`config.mk`:
```
export PLATFORM = sky130hd
export DESIGN_NAME = qrr_disc
export DESIGN_NICKNAME = d
export VERILOG_FILES = /design/src/hdl/qrr_pkg.sv /design/src/hdl/qrr_disc.sv
export SDC_FILE = /design/constraint.sdc
export NUM_CORES = 2
export LEC_CHECK = 0
export BUFFER_PORTS_ARGS = -buffer_cell sky130_fd_sc_hd__buf_2
export CAP_MARGIN = 20
export CORE_ASPECT_RATIO = 0.75
export CORE_MARGIN = 2
export CORE_UTILIZATION = 50
export CTS_BUF_LIST = sky130_fd_sc_hd__clkbuf_8
export DETAILED_ROUTE_END_ITERATION = 6
export MAX_ROUTING_LAYER = met4
export PLACE_DENSITY = 0.72
export SLEW_MARGIN = 20
export SYNTH_ARGS = -nofsm -noshare
export SYNTH_HDL_FRONTEND = slang
export SYNTH_SLANG_ARGS = --single-unit
export TNS_END_PERCENT = 100
```
`constraint.sdc`:
```
create_clock -name i_clk -period 9.6 [get_ports i_clk]
set_input_delay 1.44 -clock i_clk [delete_from_list [all_inputs] [get_ports i_clk]]
set_output_delay 1.44 -clock i_clk [all_outputs]
set_load 0.01 [all_outputs]
```
`src/hdl/qrr_pkg.sv`:
```
// Shared types and constants for the quadratic real-root solver.
`default_nettype none

package qrr_pkg;

    localparam int ROOT_BITS = 40;

    typedef enum logic [1:0] {
        CASE_NO_REAL = 2'd0,
        CASE_DOUBLE  = 2'd1,
        CASE_TWO     = 2'd2,
        CASE_A_ZERO  = 2'd3
    } t_root_case;

endpackage

`default_nettype wire

```
`src/hdl/qrr_disc.sv`:
```
// Discriminant stages: products, then b*b - 4ac and case selection.
`default_nettype none

module qrr_disc #(
    parameter int CB = 16
) (
    input  wire logic                i_clk,
    input  wire logic                i_rst_n,
    input  wire logic                i_ce,
    input  wire logic                i_valid,
    input  wire logic signed [CB-1:0] i_a,
    input  wire logic signed [CB-1:0] i_b,
    input  wire logic signed [CB-1:0] i_c,
    output logic                     o_valid,
    output logic [2*CB+1:0]          o_d,
    output logic [2*CB+1:0]          o_side
);
    import qrr_pkg::*;

    localparam int DW = 2 * CB + 2;
    localparam int XW = 2 * CB + 3;

    logic                   r_vld1, r_vld2;
    logic signed [2*CB-1:0] r_bb, r_ac;
    logic signed [CB-1:0]   r_a1, r_b1, r_a2, r_b2;
    logic [DW-1:0]          r_d;
    t_root_case             r_case;

    logic signed [XW-1:0] w_bb, w_ac4, w_d;
    t_root_case           n_case;

    assign w_bb  = XW'(r_bb);
    assign w_ac4 = XW'(r_ac) <<< 2;
    assign w_d   = w_bb - w_ac4;

    always_comb begin
        if (r_a1 == '0) begin
            n_case = CASE_A_ZERO;
        end else if (w_d[XW-1]) begin
            n_case = CASE_NO_REAL;
        end else if (w_d == '0) begin
            n_case = CASE_DOUBLE;
        end else begin
            n_case = CASE_TWO;
        end
    end

    always_ff @(posedge i_clk) begin
        if (!i_rst_n) begin
            r_vld1 <= 1'b0;
            r_vld2 <= 1'b0;
        end else if (i_ce) begin
            r_vld1 <= i_valid;
            r_vld2 <= r_vld1;
        end
    end

    always_ff @(posedge i_clk) begin
        if (i_ce) begin
            r_bb   <= i_b * i_b;
            r_ac   <= i_a * i_c;
            r_a1   <= i_a;
            r_b1   <= i_b;
            r_d    <= w_d[DW-1:0];
            r_case <= n_case;
            r_a2   <= r_a1;
            r_b2   <= r_b1;
        end
    end

    assign o_valid = r_vld2;
    assign o_d     = r_d;
    // side: case, a, b from the lowest bit up
    assign o_side  = {r_b2, r_a2, r_case};

endmodule

`default_nettype wire

```
# Yosys cells after proc, flatten, opt, wreduce, memory -nomap -nowiden

Cells that the tools add are included.

Output and inout bits: 69
Logic and storage cells: 17
Input bits: 52
Flip-flop bits (word level): 166

Multipliers: 2
Multiplexer cells: 2
Add/subtract/negate cells: 1
Reductions and logical operators: 2

Operators with widths:

| operator                     | count |
|---|---|
| multiplier 16 x 16 -> 32 bit | 2 |
| logical NOT 35 bit           | 1 |
| subtractor 32 x 34 -> 35 bit | 1 |
| logical NOT 16 bit           | 1 |
| 2-to-1 mux 2 bit             | 2 |

# Depth between registers and ports, before layout

Depth in word-level cells: 4
Depth in mapped cells: 25
Depth with buffers taken out: 25

# Least setup slack after synthesis

Ideal clock, no wire load.

Path type: input-to-reg
Start point: in i_b[15]
End point: reg r_bb[31], data pin
Stages on the path: 22
Data arrival time: 7157 ps
Buffers on the path: 2
Slack: 2166 ps
Required time: 9322 ps
Cells stage by stage: clkbuf_1 > buf_1 > nand2_1 > fa_1 > inv_1 > fa_1 > fa_1 > fa_1 > fa_1 > inv_1 > fa_1 > inv_1 > ha_1 > nand3_1 > nor2_1 > nand2_1 > inv_1 > and3_1 > a221oi_1 > o31a_1 > mux2i_1 > o311ai_0

Word-level cells in the longest chain between the ends: 1

Ends and longest elaborated chain:

| element                      | line           | text |
|---|---|---|
| start, declared              | qrr_disc.sv:12 | `input wire logic signed [CB-1:0] i_b,` |
| multiplier 16 x 16 -> 32 bit | qrr_disc.sv:60 | `r_bb <= i_b * i_b;` |
| end signal, assigned         | qrr_disc.sv:60 |  |
| end, declared                | qrr_disc.sv:24 | `logic signed [2*CB-1:0] r_bb, r_ac;` |

Every way passes these cells.
A chain may end at the register's enable or synchronous reset.

# Worst setup path in the final report

Same ends and word-level chain as after synthesis.

==> reports/qor.csv <==
metric;value;unit
cap_violations;0;
antenna_found_initial;0;
grtUsageTotal;23.7;%
critPathRequiredTime;9.90;ns
slowest_stage;fa_1;
synth_top_area_cell;fa_1;
startpoint_type;primary input;
clkLatencyLatePin;0.55;ns
diodes;0;
grt_max_degree;95;
syn_nets;3319;
io_pins;121;
synth_edf_count;160;
hp-class;reg -> reg;
cts_made_buffers;17;
cts_hold_buf;0;
die_area;53600;um^2
crit_path_cell_trace;buf_2 > inv_1 > nor2_1 > fa_1 > fa_1 > fa_1 > fa_1 > fa_1 > inv_1 > fa_1 > inv_1 > ha_1 > nand3_1 > nor2_1 > nand2_1 > inv_1 > and3_1 > a221oi_1 > o31a_1 > mux2i_1 > o311ai_0;
grt_pass1_wl;96800;um
ys_seq_elements;162;
vias_per_cell;5.32;
holdPathEnd;r_b2[3];
path_class;in -> reg;
clk_pin_slew;0.10;ns
cts_setup_buffers;0;
avgSynthCellArea;10.1;um^2
core;51300;um^2
yosys.area_share.adder;48.4;%
syn_to_final_growth;6.13;%
synthSimpleGateAreaFrac;11.3;%
fmax;0.127;GHz
clk_path_buf_depth;2;
syn_inst;2565;
gp_congestion;0.917;
hold_viol;0;
cp.arrival;8.16;ns
first_pass_iters;7;
synth_compound_area_share;7.10;%
critPathBufInv;5;
crit_top_cell;fa_1;
grt_overflow_total;0;
slew_violations;0;
first_iter_violations;1171;
fill_cells;4592;
hpwl;46400;um
place.port_buffers;119;
num_vias;17600;
rr_endpoint;r_case[1];
end_kind;flop;
nNetsFinal;3390;
relSlewSlack;34.7;%
hold_path.startpoint;r_b1[3];
tritoncts;done;
tns;0;ns
clock_skew;0.0142;ns
seq_area;4840;um^2
seq_area_frac_synth;18.7;%
hold_depth;0;
yosys_warnings;0;
multi_input_area;18200;um^2
grt_pass1_vias;19200;
synth_top_family_by_area;adder cells;
period_minus_slack;7.87;ns
r2r_slack;5.11;ns
finalSetupViolCount;0;
tightest_slew;0.979;ns
die_h;201;um
synthXorXnorAreaFrac;3.49;%
cts_htree_levels;4;
drt.antenna.violating_nets;0;
r2r-start;r_bb[2];
crit_family;adder cells;
cts-resized-gates;0;
synth_commonest_cells;668 x inv_1, 497 x fa_1, 227 x nand2_1;
ys.flop_type;edfxtp_1;
yosysTopAreaCellShare;38.5;%
die_x;267;um
clock_sinks;162;
syn_area;25900;um^2
start_util;50.3;%
drive_gt1_share;6.64;%
crit_path_max_fanout;21;
num_rows;72;
ys_top_cells_by_area;fa_1 38%, edfxtp_1 19%, ha_1 9.9%;
cpPeakStageDelay;0.90;ns
drc_errors;0;
rr_worst_depth;13;
cts-root-buf;clkbuf_8;
synthArstFlopShare;0;%
wire_per_inst;17.1;um
finalCritPeriodShare;81.9;%
rsz0062_at_grt;false;
ys_types;75;
muxShareOfSynthArea;0.232;%
synthMostInstantiatedCell;inv_1;
status;finished clean;
drt_wl_total;56500;um
[metrics by stage]
stage / area [um^2] / utilization, % / setup slack (ns) / std cells / hold slack, ns
2_1_floorplan: 25900 / - / 2.17 / 2565 / 0.400
3_3_place_gp: 27000 / 52.6 / 1.44 / 3282 / 0.401
3_5_place_dp: 27000 / 52.6 / 1.19 / 3283 / 0.405
4_1_cts: 27400 / 53.4 / 1.82 / 3315 / 0.424
5_1_grt: 27400 / 53.4 / 1.28 / 3315 / 0.435
6_report: 27400 / 53.4 / 1.73 / 3315 / 0.430
[worst max path at each step]
| stage | startpoint | end | slack (ns) | depth (start not counted) |
|---|---|---|---|---|
| after global placement | i_b[15] | r_bb[31] | 1.44 | 21 |
| after floorplan | i_b[15] | r_bb[31] | 2.17 | 22 |
| final | i_b[15] | r_bb[31] | 1.73 | 21 |
| after CTS | i_b[15] | r_bb[31] | 1.82 | 21 |
| after detailed placement | i_b[15] | r_bb[31] | 1.19 | 21 |
| after global routing | i_b[15] | r_bb[31] | 1.28 | 21 |
[area by class of cell]
class                   instances  share of cell area [%]
repair buffers                121                    2.24
well taps                     666                    3.04
clock buffers                  17                   0.853
multi-input cells            1666                    66.4
clock inverters                15                   0.629
inverters                     668                    9.14
flip-flops and latches        162                    17.7
[placed cells by master, fill, tap and decap left out, types with 17 or more instances in the layout]
cell type,instances
xnor2_1,83
a21oi_1,70
o21bai_1,17
xor2_1,20
nor3_1,18
o21ai_0,39
and2_1,166
fa_1,497
buf_2,119
nand2_1,227
a21o_1,31
nor2_1,82
edfxtp_1,160
clkbuf_8,17
nand2b_1,18
ha_1,205
inv_1,669
[state kept, by name, indices dropped and copies added, names as in the netlist]
| signal | count |
|---|---|
| r_b1 | 15 |
| o_valid | 1 |
| o_d | 32 |
| r_vld1 | 1 |
| r_ac | 32 |
| r_bb | 31 |
| r_a1 | 16 |
| r_a2 | 16 |
| r_case | 2 |
| r_b2 | 16 |
[routing by layer]
metal	up-vias	global-route usage (%)	share of wire, %
li1	8011	-	-
met1	9060	32.5	44
met2	477	35.8	47
met3	100	4.53	6.0
met4	0	7.46	2.6
met5	-	-	0
[logic make-up after synthesis]
| kind of cell | Yosys count |
|---|---|
| other | 1 |
| multiplexers | 6 |
| AO/OA/AOI/OAI | 265 |
| adder cells (fa/ha/maj) | 702 |
| XOR/XNOR | 103 |
| buffers and inverters | 737 |
| flip-flops | 162 |
| AND/OR/NAND/NOR | 589 |
[worst reg2reg max path: cells and delay by family, from the launching register on]
| kind | cells | cell delay [ns] |
|---|---|---|
| AOI/OAI and AO/OA | 4 | 1.46 |
| DFF | 1 | 0.36 |
| adders and majority gates | 2 | 0.70 |
| xor gates and xnor gates | 1 | 0.20 |
| buffers and inverters | 1 | 0.10 |
| and+or+nand+nor | 5 | 1.38 |
Power is left out: the tool's default activity adds up to more than one toggle a clock period on the data nets, which glitch-free logic cannot reach.
